`config.mk`:
```
export PLATFORM = sky130hd
export DESIGN_NAME = smr_ctrl
export DESIGN_NICKNAME = d
export VERILOG_FILES = /design/src/smr_pkg.sv /design/src/smr_ctrl.sv
export SDC_FILE = /design/constraint.sdc
export NUM_CORES = 1
export LEC_CHECK = 0
export BUFFER_PORTS_ARGS = -buffer_cell sky130_fd_sc_hd__buf_2
export CORE_AREA = 3 3 40 42
export DETAILED_ROUTE_END_ITERATION = 12
export DIE_AREA = 0 0 43 45
export GPL_TIMING_DRIVEN = 0
export HOLD_SLACK_MARGIN = 0.06
export PLACE_DENSITY = 0.4
export SETUP_SLACK_MARGIN = 0.1
export SLEW_MARGIN = 10
export SYNTH_ARGS = -nofsm -noshare
export SYNTH_HDL_FRONTEND = slang
export SYNTH_SLANG_ARGS = --single-unit
```
`constraint.sdc`:
```
create_clock -name clock -period 1.15 [get_ports clock]
set_input_delay 0.0575 -clock clock [delete_from_list [all_inputs] [get_ports clock]]
set_output_delay 0.0575 -clock clock [all_outputs]
set_load 0.01 [all_outputs]
```
`src/smr_pkg.sv`:
```
// package for the slice message reassembler: types, codes and default sizes
`default_nettype none
package smr_pkg;

   localparam int SLOT_COUNT_DEFAULT    = 5;
   localparam int MAX_ASSEMBLED_DEFAULT = 1024;

   localparam logic [7:0] MIN_LENGTH = 8'd3;

   typedef struct packed {
      logic       command;
      logic [7:0] data_byte;
      logic [9:0] read_offset;
   } req_type;

   typedef struct packed {
      logic [3:0] event_res;
      logic [7:0] msg_type;
      logic [5:0] msg_id;
      logic [1:0] version;
      logic [9:0] msg_length;
      logic [7:0] read_data;
      logic       read_beyond;
   } rsp_type;

   localparam logic [3:0] EV_PENDING   = 4'd0;
   localparam logic [3:0] EV_SINGLE    = 4'd1;
   localparam logic [3:0] EV_MULTI     = 4'd2;
   localparam logic [3:0] EV_OPENED    = 4'd3;
   localparam logic [3:0] EV_APPENDED  = 4'd4;
   localparam logic [3:0] EV_NO_MATCH  = 4'd5;
   localparam logic [3:0] EV_DROP      = 4'd6;
   localparam logic [3:0] EV_NO_SLOT   = 4'd7;
   localparam logic [3:0] EV_MALFORMED = 4'd8;
   localparam logic [3:0] EV_READ      = 4'd9;

   localparam logic [1:0] CODE_SINGLE = 2'd0;
   localparam logic [1:0] CODE_OPEN   = 2'd1;
   localparam logic [1:0] CODE_APPEND = 2'd2;
   localparam logic [1:0] CODE_LAST   = 2'd3;

   typedef enum logic [1:0] {
      CLS_NONE   = 2'd0,
      CLS_OPEN   = 2'd1,
      CLS_APPEND = 2'd2,
      CLS_LAST   = 2'd3
   } cls_type;

   typedef enum logic [1:0] {
      SUB_SINGLE  = 2'd0,
      SUB_NOMATCH = 2'd1,
      SUB_DROP    = 2'd2,
      SUB_NOSLOT  = 2'd3
   } sub_type;

   typedef struct packed {
      logic take_byte;
      logic take_read;
      logic read_finish;
      logic copy_step;
      logic copy_finish;
   } cmd_type;

   typedef struct packed {
      logic rsp_full;
      logic last_finish;
      logic copy_idle;
   } status_type;

endpackage
`default_nettype wire

```
`src/smr_ctrl.sv`:
```
// controller state machine: request acceptance, read wait and copy sweep
`default_nettype none
module smr_ctrl (
   input  wire logic                clock,
   input  wire logic                reset,
   input  wire logic                req_valid,
   input  wire logic                req_command,
   output logic                     req_stall,
   input  wire logic                rsp_stall,
   input  wire smr_pkg::status_type status,
   output smr_pkg::cmd_type         cmd
);
   typedef enum logic [2:0] {
      ST_IDLE = 3'b001,
      ST_READ = 3'b010,
      ST_COPY = 3'b100
   } state_type;

   state_type state_ff, state_in;
   logic      accept;

   always_comb begin
      req_stall = !((state_ff == ST_IDLE) && (!status.rsp_full || !rsp_stall));
      accept    = req_valid && !req_stall;
      cmd             = '0;
      cmd.take_byte   = accept && !req_command;
      cmd.take_read   = accept && req_command;
      state_in        = state_ff;
      unique case (state_ff)
         ST_IDLE: begin
            if (cmd.take_read) begin
               state_in = ST_READ;
            end else if (cmd.take_byte && status.last_finish) begin
               state_in = ST_COPY;
            end
         end
         ST_READ: begin
            cmd.read_finish = 1'b1;
            state_in        = ST_IDLE;
         end
         ST_COPY: begin
            cmd.copy_step = 1'b1;
            if (status.copy_idle) begin
               cmd.copy_finish = 1'b1;
               state_in        = ST_IDLE;
            end
         end
         default: state_in = ST_IDLE;
      endcase
   end

   always_ff @(posedge clock) begin
      if (reset) begin
         state_ff <= ST_IDLE;
      end else begin
         state_ff <= state_in;
      end
   end

   assert property (@(posedge clock) disable iff (reset)
      (state_ff == ST_READ) |=> (state_ff == ST_IDLE))
      else $error("read wait lasted more than one cycle");
   assert property (@(posedge clock) disable iff (reset)
      (state_ff != ST_IDLE) |-> req_stall)
      else $error("request taken while busy");
   assert property (@(posedge clock) disable iff (reset)
      (cmd.take_byte && status.last_finish) |=> (state_ff == ST_COPY))
      else $error("final slice did not start a copy");
endmodule
`default_nettype wire

```
* After elaboration in Yosys (flattened, before gate mapping)
Cells that the tools add are included.
Widths: inputs -> output; s select.
** Word-level totals
- Bits in registers :: 3
- Output and inout port bits :: 6
** Operators by class
- Equal/unequal tests :: 5
- Mux-type cells :: 7
- Reductions and logical operators :: 11
** Operators by type and width (number)
- $mux 3 :: 3
- $pmux 3 s2 :: 1
- $logic_and 1x1->1 :: 5
- $logic_not 1->1 :: 4
- $eq 3x1->1 const B :: 1
- $eq 3x2->1 const B :: 1
- $eq 3x3->1 const B :: 1
- $ne 3x2->1 const B :: 1
- $mux 1 :: 2
- $mux 2 :: 1
- $ne 2x2->1 const B :: 1
- $reduce_and 2->1 :: 1
- $logic_or 1x1->1 :: 1

* Depth between registers and ports, before layout
Gate-level depths: netlist of the first run.
- Depth after elaboration :: 9
- Gate-level depth with buffers :: 4
- Gate-level depth less buffers :: 3

* Least setup slack after synthesis of the first run
No wires, ideal clock.
- Kind :: register to output
- From :: register state_ff[0]
- To :: output cmd[0] (netlist bit)
- Arrival :: 1.037 ns
- Data required time :: 1.092 ns
- Setup slack :: 0.055 ns
- Cell stages (with the launch flop) :: 4
- Path through :: dfxtp_1 > clkbuf_1 > nor3b_1 > and2_1
** RTL lines
- start, declared :: line smr_ctrl.sv:19 : state_type state_ff, state_in;
- start signal, assigned :: line smr_ctrl.sv:56 : state_ff <= state_in;
- end, declared :: line smr_ctrl.sv:11 : output smr_pkg::cmd_type cmd

==> flow_metrics.env, run 1 <==
export IMPL_wl_um=536
export IMPL_power_density_nw_per_um2=1131
export IMPL_finalSetupViolations=3
export IMPL_tightest_slew_ns=0.2316
export IMPL_hold_violations=0
export IMPL_ios=14
export IMPL_fin_crit_ns=1.248
export IMPL_min_to="state_ff[2]$_SDFFE_PP0P_"
export IMPL_rr_worst_depth=4
export IMPL_clk_latency_ns=0.23
export IMPL_syn_area_um2=185.2
export IMPL_ir_drop_v=0.0003280
export IMPL_holdCritPathClass="in -> reg"
export IMPL_worstPathRequired_ns=1.09
export IMPL_antenna_found_initial=0
export IMPL_yosysTopAreaCellShare=0.3243
export IMPL_drt_iter0_drc=2
export IMPL_r2r_end="state_ff[0]$_SDFFE_PP1P_"
export IMPL_dieArea_um2=1935
export IMPL_port_buffers=13
export IMPL_top_register="state_ff"
export IMPL_nets=52
export IMPL_die_x_um=43
export IMPL_violations="negative setup slack"
export IMPL_hold_depth=3
export IMPL_grt_ovfl_total=0
export IMPL_place_area_um2=276.5
export IMPL_slew_viol_final=0
export IMPL_drv_cap=0
export IMPL_arrival_ns=1.19
export IMPL_fin_area_um2=379.1
export IMPL_final_setup_tns_ns=-0.1952
export IMPL_ys_seq_elements=3
export IMPL_fin_crit_sh=1.085
export IMPL_clock_path_buffers=2
export IMPL_wl_per_cell_um=9.241
export IMPL_cp_max_fo=4
export IMPL_largest_reg_flops=3
export IMPL_layout_drive_gt1_share=0.6512
export IMPL_critPathLaunchType="flip-flop"
export IMPL_hold_start="status[1]"
export IMPL_drcViolationCount=0
export IMPL_grt_max_degree=8
export IMPL_tritoncts="built"
export IMPL_synth_area_leaders="dfxtp_1, nor3b_1, a211oi_4"
export IMPL_ys_flop_type="dfxtp_1"
export IMPL_cts_sinks=3
export IMPL_gp_congestion=0.6871
export IMPL_yosysWarnings=0
export IMPL_core_um2=1285
export IMPL_final_cells=58
export IMPL_synth_avg_cell_area_um2=8.818
export IMPL_synth_edff_count=0
export IMPL_syn2layout_area_growth_pct=104.7
export IMPL_status="finished, violations left"
export IMPL_drt_pass1_iterations=4
export IMPL_top_regs="state_ff (3)"
export IMPL_num_vias=243
export IMPL_yosys_cell_types_count=16
export IMPL_synth_common_cells="dfxtp_1, nor3b_1, nor2_1"
export IMPL_fp_dieH_um=45
export IMPL_rows=13
export IMPL_fmax_ghz=0.8014
export IMPL_syn_nets=29
export IMPL_ant_nets=0
export IMPL_synth_area_leader_cell="dfxtp_1"
export IMPL_grt_pass1_wl_um=848
export IMPL_clkTransAtPathRegs_ns=0.04
export IMPL_htreeDepth=1
export IMPL_crit_type="reg -> out"
export IMPL_cts_inserted_buffers=3
export IMPL_vias_per_cell=4.190
export IMPL_first_global_vias=207
export IMPL_ctsHoldBuffers=0
export IMPL_end_kind="output pin"
export IMPL_dpl_cell_count=49
export IMPL_skew_ns=0.002425
export IMPL_slew_headroom=0.8451
export IMPL_diodes=0
export IMPL_yosysSeqAreaShare=0.3243
export IMPL_leakagePower_nw=0.1770
export IMPL_start_util=0.1441
export IMPL_final_setup_worst_slack_ns=-0.09783
export IMPL_r2r_start="state_ff[1]$_SDFFE_PP0P_"
export IMPL_ff2ff_setup_slack_ns=0.04
export IMPL_syn_inst=21
export IMPL_nFillCells=146
export IMPL_async_reset_ff_frac=0
export IMPL_grt_usage=0.06833
export IMPL_clockRootBuffer="clkbuf_4"
export IMPL_rsz0062_at_grt="yes"
[cells by family (layout without fill, tap and decap cells)]
family                 after synthesis  after routing  synth area share
DFF                                  3              3            0.3243
AOI/OAI and AO/OA                    5              5            0.2432
buffers and inverters                1             23           0.02025
and+or+nand+nor                     12             12            0.4122
[worst max-delay path by stage]
| stage | depth (start not counted) | endpoint | slack [ns] | startpoint |
|---|---|---|---|---|
| 3_3_place_gp | 4 | state_ff[0]$_SDFFE_PP1P_ | 0.02 | state_ff[0]$_SDFFE_PP1P_ |
| 5_1_grt | 3 | cmd[3] | -0.18 | state_ff[1]$_SDFFE_PP0P_ |
| 6_report | 3 | cmd[3] | -0.1 | state_ff[1]$_SDFFE_PP0P_ |
| 4_1_cts | 3 | cmd[3] | -0.13 | state_ff[2]$_SDFFE_PP0P_ |
| 3_5_place_dp | 4 | state_ff[0]$_SDFFE_PP1P_ | 0.01 | state_ff[0]$_SDFFE_PP1P_ |
| 2_1_floorplan | 3 | state_ff[1]$_SDFFE_PP0P_ | 0.11 | state_ff[1]$_SDFFE_PP0P_ |
[layout make-up]
type | count | area, µm² | share of cell area
multi-input cells | 17 | 140.1 | 0.3696
repair buffers | 18 | 112.6 | 0.2970
plain buffers | 1 | 13.76 | 0.03630
well taps | 15 | 18.77 | 0.04950
clock buffers | 4 | 26.28 | 0.06931
flip-flops and latches | 3 | 67.56 | 0.1782
[power by group]
part / internal [mW] / total [mW] / switching (mW)
logic: 0.0734 / 0.128 / 0.0541
clock network: 0.130 / 0.184 / 0.0542
registers: 0.111 / 0.117 / 0.00614
total: 0.314 / 0.429 / 0.114
[layout by cell type (no fill, tap or decap)]
master	instances
nand4b_1	1
and2b_1	1
a21o_1	1
nand2_1	1
a211oi_4	1
and4_4	1
clkbuf_1	1
clkbuf_4	3
nor3b_4	1
o211ai_1	1
clkbuf_8	1
nand3_1	1
buf_4	4
dfxtp_4	2
dfxtp_1	1
nor2b_1	1
a21oi_1	1
nor3b_1	1
nor3b_2	1
buf_2	12
and2_1	1
o21ai_1	1
buf_6	2
nor2_1	2
[per-stage QoR]
stage / power (mW) / hold slack (ns) / worst slack [ns] / util
final: 0.4289 / 0.1049 / -0.09783 / 0.2950
after floorplan: 0.1735 / 0.1625 / 0.1112 / -
after detailed placement: 0.2094 / 0.3508 / 0.01076 / 0.2152
after global routing: 0.4700 / 0.09972 / -0.1825 / 0.2950
after global placement: 0.2090 / 0.3542 / 0.01965 / 0.2152
after CTS: 0.4334 / 0.09078 / -0.1285 / 0.2785
[worst max-delay path, cell delays in order (launching register included)]
cell and delay (ns):
dfxtp_4 0.34, a211oi_4 0.25, and4_4 0.26, buf_6 0.10
[timing repair]
action                                  CTS  global route
buffers inserted                          4             1
pin swaps                                 8             6
gates resized for setup                   7             4
endpoints found under the setup margin    9             9
gates cloned                              0             0
[metal layers]
metal,global-route usage,wire (µm),up-vias
met1,0.05556,205,106
met3,0.05179,77,2
met5,0,0,-
met2,0.08383,243,15
met4,0.1084,10,0
li1,-,-,120
(Power assumes the default switching activity.)
==> inputs of run 2 (changes only) <==
==> constraint.sdc (replaced) <==
create_clock -name clock -period 1.15 [get_ports clock]
set_input_delay 0.0575 -clock clock [delete_from_list [all_inputs] [get_ports clock]]
set_output_delay 0.0575 -clock clock [all_outputs]
set_load 0.02 [all_outputs]
==> run 2 against run 1 <==
Compared with the run above:
- the run still ends with negative setup slack left
- clock skew down 0.0020 ns
- worst hold slack better by 0.0056 ns
- die area unchanged
- final cell count down 3.4%
- setup slack worse by 0.029 ns
- count of clock-buffer cells in the layout unchanged
- largest cell class unchanged
- largest power group unchanged
==> flow_metrics.env, run 2 (synthesized netlist as in run 1, its figures left out) <==
export IMPL_status="finished, violations left"
export IMPL_violations="negative setup slack"
export IMPL_diodes=0
export IMPL_grt_ovfl_total=0
export IMPL_switching_power_mw=0.1276
export IMPL_slew_headroom=0.8401
export IMPL_clock_power_share=0.424
export IMPL_p_int_mw=0.3135
export IMPL_rsz0062_at_grt="yes"
export IMPL_port_buffers=13
export IMPL_dp_slack_ns=0.03894
export IMPL_die_x_um=43
export IMPL_wl_per_cell_um=9.768
export IMPL_vias_per_cell=4.125
export IMPL_arrival_ns=1.22
export IMPL_total_power_mw=0.4412
export IMPL_critPathLaunchType="flip-flop"
export IMPL_crit_type="reg -> out"
export IMPL_tritoncts="built"
export IMPL_p_comb_frac=0.305
export IMPL_end_kind="output pin"
export IMPL_ctsHoldBuffers=0
export IMPL_layout_commonest_cell="buf_2"
export IMPL_ios=14
export IMPL_syn2layout_area_growth_pct=107.4
export IMPL_power_density_nw_per_um2=1149
export IMPL_leakagePower_nw=0.1717
export IMPL_skew_ns=0.0004469
export IMPL_drt_iter0_drc=3
export IMPL_hold_depth=3
export IMPL_finalSetupViolations=4
export IMPL_first_global_vias=235
export IMPL_cts_inserted_buffers=3
export IMPL_nets=50
export IMPL_drt_pass1_iterations=2
export IMPL_clockRootBuffer="clkbuf_4"
export IMPL_power_frac_seq=0.271
export IMPL_final_cell_mix="buf_2, buf_4, buf_6"
export IMPL_htreeDepth=1
export IMPL_fp_dieH_um=45
export IMPL_fin_crit_sh=1.110
export IMPL_num_vias=231
export IMPL_clock_path_buffers=2
export IMPL_layout_drive_gt1_share=0.6585
export IMPL_rows=13
export IMPL_drv_cap=0
export IMPL_holdWs_ns=0.1105
export IMPL_fin_area_um2=384.1
export IMPL_top_register="state_ff"
export IMPL_clkTransAtPathRegs_ns=0.04
export IMPL_fin_crit_ns=1.277
export IMPL_tightest_slew_ns=0.2390
export IMPL_ant_nets=0
export IMPL_largest_reg_flops=3
export IMPL_grt_usage=0.07315
export IMPL_grt_pass1_wl_um=952
export IMPL_drcViolationCount=0
export IMPL_holdCritPathClass="in -> reg"
export IMPL_dieArea_um2=1935
export IMPL_rr_worst_depth=4
export IMPL_fmax_ghz=0.7831
export IMPL_core_um2=1285
export IMPL_antenna_found_initial=0
export IMPL_cts_sinks=3
export IMPL_worstPathRequired_ns=1.09
export IMPL_place_area_um2=287.8
export IMPL_top_regs="state_ff (3)"
export IMPL_cp_max_fo=4
export IMPL_hold_violations=0
export IMPL_power_switching_share=0.2893
export IMPL_final_setup_worst_slack_ns=-0.1270
export IMPL_final_cells=56
export IMPL_start_util=0.1441
export IMPL_grt_max_degree=10
export IMPL_dpl_cell_count=49
export IMPL_ir_drop_v=0.0003854
export IMPL_slew_viol_final=0
export IMPL_gp_congestion=0.6310
export IMPL_wl_um=547
export IMPL_clk_latency_ns=0.23
run 2: cell count changes in the layout (fill, tap and decap cells not counted):
cell	before	now
dfxtp_4	2	1
buf_6	2	4
and2_1	1	0
and2_4	0	1
buf_2	12	7
buf_4	4	5
dfxtp_2	0	1
run 2: per-layer routing:
metal / up-vias / track usage / part of all wire
li1: 116 / - / -
met2: 13 / 0.08982 / 0.46
met5: - / 0 / 0
met1: 102 / 0.07434 / 0.44
met3: 0 / 0.04781 / 0.10
met4: 0 / 0.09036 / 0
run 2: worst max-delay path, cell delays in order, from the launching register on:
cell and delay (ns):
dfxtp_4 0.34, a211oi_4 0.26, and4_4 0.27, buf_6 0.11
run 2: layout make-up:
class	count	area, µm²
timing repair buffer	16	117.6
fill	148	900.9
multi-input combinational	17	142.6
buffer	1	13.76
clock buffer	4	26.28
sequential	3	65.06
tap	15	18.77
run 2: final timing paths:
| path | slack [ns] | from | endpoint |
|---|---|---|---|
| worst max register to register | 0.04 | state_ff[1]$_SDFFE_PP0P_ | state_ff[0]$_SDFFE_PP1P_ |
| worst min register to register | 0.58 | state_ff[0]$_SDFFE_PP1P_ | state_ff[2]$_SDFFE_PP0P_ |
| worst max-delay path | -0.13 | state_ff[1]$_SDFFE_PP0P_ | cmd[3] |
| worst min-delay path | 0.11 | status[1] | state_ff[2]$_SDFFE_PP0P_ |
run 2: power groups by stage:
stage                     logic, mW  clock network (mW)  registers [mW]
after floorplan              0.0671                   0           0.122
after global placement        0.101                   0           0.123
after detailed placement      0.102                   0           0.123
after CTS                     0.134               0.195           0.120
after global routing          0.144               0.223           0.120
final                         0.134               0.187           0.120
run 2: repair_timing:
action                                  CTS  global route
gates resized for setup                  15             0
pin swaps                                 6             1
buffers inserted                          2             1
gates cloned                              0             0
endpoints found under the setup margin    8             9
run 2: per-stage QoR:
stage | TNS (ns) | utilization
finish | -0.3353 | 0.2989
global placement | 0 | 0.2240
detailed placement | 0 | 0.2240
floorplan | 0 | -
global route | -0.7616 | 0.2989
CTS | -0.3534 | 0.2931
==> inputs of run 3 (changes only) <==
--- a/config.mk
+++ b/config.mk
@@ -5,7 +5,7 @@
 export SDC_FILE = /design/constraint.sdc
 export NUM_CORES = 1
 export LEC_CHECK = 0
-export BUFFER_PORTS_ARGS = -buffer_cell sky130_fd_sc_hd__buf_2
+export BUFFER_PORTS_ARGS = -buffer_cell sky130_fd_sc_hd__clkbuf_2
 export CORE_AREA = 3 3 40 42
 export DETAILED_ROUTE_END_ITERATION = 12
 export DIE_AREA = 0 0 43 45
==> run 3 against run 2 <==
Compared with the run above:
- the flow still finishes with violations (negative setup slack)
- via count rose by 5.6%
- clock power about the same
- sequential cell count is the same
- first-iteration DRC count is 67% lower
- design area increased by 4.9%
- count of clock-buffer cells in the layout unchanged
- worst hold slack worse by 0.0064 ns
- setup slack got worse by 0.0096 ns
- global-route usage fell by 0.58 points
==> flow_metrics.env, run 3 (synthesized netlist as in run 1, its figures left out) <==
export IMPL_leakagePower_nw=0.1782
export IMPL_drcViolationCount=0
export IMPL_finalSetupViolations=4
export IMPL_start_util=0.1441
export IMPL_grt_pass1_wl_um=945
export IMPL_clkTransAtPathRegs_ns=0.04
export IMPL_grt_ovfl_total=0
export IMPL_first_global_vias=232
export IMPL_layout_commonest_cell="clkbuf_2"
export IMPL_hold_violations=0
export IMPL_r2r_end="state_ff[0]$_SDFFE_PP1P_"
export IMPL_worstSetupEndpoint="cmd[3]"
export IMPL_die_x_um=43
export IMPL_cts_sinks=3
export IMPL_ant_nets=0
export IMPL_rsz0062_at_grt="yes"
export IMPL_dpl_cell_count=49
export IMPL_critPathBufInv=1
export IMPL_fin_crit_ns=1.287
export IMPL_worst_path_stages=3
export IMPL_violations="negative setup slack"
export IMPL_critPathSlowestCell="dfxtp_4"
export IMPL_drt_pass1_iterations=2
export IMPL_ctsHoldBuffers=0
export IMPL_end_kind="output pin"
export IMPL_fmax_ghz=0.7773
export IMPL_tritoncts="built"
export IMPL_top_regs="state_ff (3)"
export IMPL_clock_path_buffers=2
export IMPL_hold_depth=3
export IMPL_grt_usage=0.06733
export IMPL_cp_top_family="flip-flops"
export IMPL_cts_inserted_buffers=3
export IMPL_final_setup_worst_slack_ns=-0.1366
export IMPL_antenna_found_initial=0
export IMPL_holdCritPathClass="in -> reg"
export IMPL_holdWs_ns=0.1040
export IMPL_slew_headroom=0.8425
export IMPL_htreeDepth=1
export IMPL_ir_drop_v=0.0003783
export IMPL_top_register="state_ff"
export IMPL_ios=14
export IMPL_tightest_slew_ns=0.2355
export IMPL_diodes=0
export IMPL_slew_viol_final=0
export IMPL_dieArea_um2=1935
export IMPL_r2r_start="state_ff[2]$_SDFFE_PP0P_"
export IMPL_crit_type="reg -> out"
export IMPL_vias_per_cell=4.357
export IMPL_final_cells=56
export IMPL_rows=13
export IMPL_cpPeakStageDelay_ns=0.35
export IMPL_drt_iter0_drc=1
export IMPL_fin_crit_sh=1.119
export IMPL_setup_worst_path_start="state_ff[2]$_SDFFE_PP0P_"
export IMPL_wl_per_cell_um=9.518
export IMPL_final_setup_tns_ns=-0.3322
export IMPL_syn2layout_area_growth_pct=117.6
export IMPL_fin_util=0.3135
export IMPL_power_density_nw_per_um2=1106
export IMPL_nets=50
export IMPL_status="finished, violations left"
export IMPL_port_buffers=13
export IMPL_largest_reg_flops=3
export IMPL_fin_area_um2=402.9
export IMPL_critPathLaunchType="flip-flop"
export IMPL_nFillCells=150
export IMPL_grt_max_degree=10
export IMPL_place_area_um2=287.8
export IMPL_final_cell_mix="clkbuf_2, buf_4, clkbuf_8, clkbuf_4"
export IMPL_clk_latency_ns=0.23
export IMPL_arrival_ns=1.23
export IMPL_wl_um=533
export IMPL_num_vias=244
export IMPL_skew_ns=0.001357
export IMPL_ff2ff_setup_slack_ns=0.03
export IMPL_drv_cap=0
export IMPL_cp_max_fo=5
export IMPL_multiInputGateArea_um2=142.6
export IMPL_seq_area_um2=67.56
export IMPL_worstPathRequired_ns=1.09
export IMPL_rr_worst_depth=4
export IMPL_layout_drive_gt1_share=0.6585
export IMPL_gp_congestion=0.6038
export IMPL_fp_dieH_um=45
export IMPL_core_um2=1285
export IMPL_clockRootBuffer="clkbuf_4"
export IMPL_worstPathCellList="a211oi_4, and4_4, buf_8"
==> run 3: cell types whose count changed in the layout (fill, tap and decap cells not counted), sizes merged <==
cell / previous run / this run
clkbuf: 5 / 14
buf: 16 / 7
==> run 3: layer usage <==
layer  routed length [µm]  up-vias  share of wire  track usage
met5                    0        -              0            0
met2                  242       13           0.45      0.09880
li1                     -      116              -            -
met1                  222      113           0.42      0.07434
met3                   60        2           0.11      0.03187
met4                    8        0          0.015      0.05422
==> run 3: worst reg2reg max path, stage by stage (launching register included) <==
cell and delay [ns]:
dfxtp_4 0.35, a211oi_4 0.26, buf_4 0.16, o211ai_1 0.08, a21o_1 0.16
==> run 3: what timing repair did <==
item	4_1_cts	5_1_grt
pin swaps	6	5
gates resized for setup	15	6
setup buffers	2	1
cloned	0	0
endpoints found under the setup margin	8	9
==> run 3: power by group <==
part           switching (mW)  leakage, nW  total, mW  internal [mW]
clock network          0.0549       0.0150      0.185          0.130
registers             0.00732       0.0260      0.118          0.111
logic                  0.0636        0.137      0.142         0.0788
total                   0.126        0.178      0.446          0.320
==> run 3: cell type report <==
type / count / area share
Sequential cell: 3 / 0.1677
Buffer: 1 / 0.03416
Timing Repair Buffer: 16 / 0.3323
Multi-Input combinational cell: 17 / 0.3540
Clock buffer: 4 / 0.06522
Tap cell: 15 / 0.04658
==> run 3: stage by stage <==
step / worst slack, ns / total power [mW]
floorplan: 0.08993 / 0.1887
global placement: 0.03370 / 0.2246
detailed placement: 0.02651 / 0.2258
CTS: -0.1692 / 0.4488
global route: -0.2008 / 0.4809
finish: -0.1366 / 0.4457
==> run 3: how the worst min path moves through the flow <==
stage	startpoint	to	slack, ns
final	status[1]	state_ff[2]$_SDFFE_PP0P_	0.10
after global routing	status[1]	state_ff[2]$_SDFFE_PP0P_	0.11
after CTS	status[1]	state_ff[2]$_SDFFE_PP0P_	0.1
after detailed placement	status[1]	state_ff[2]$_SDFFE_PP0P_	0.34
after global placement	status[1]	state_ff[2]$_SDFFE_PP0P_	0.34
after floorplan	req_command	cmd[4]	0.19
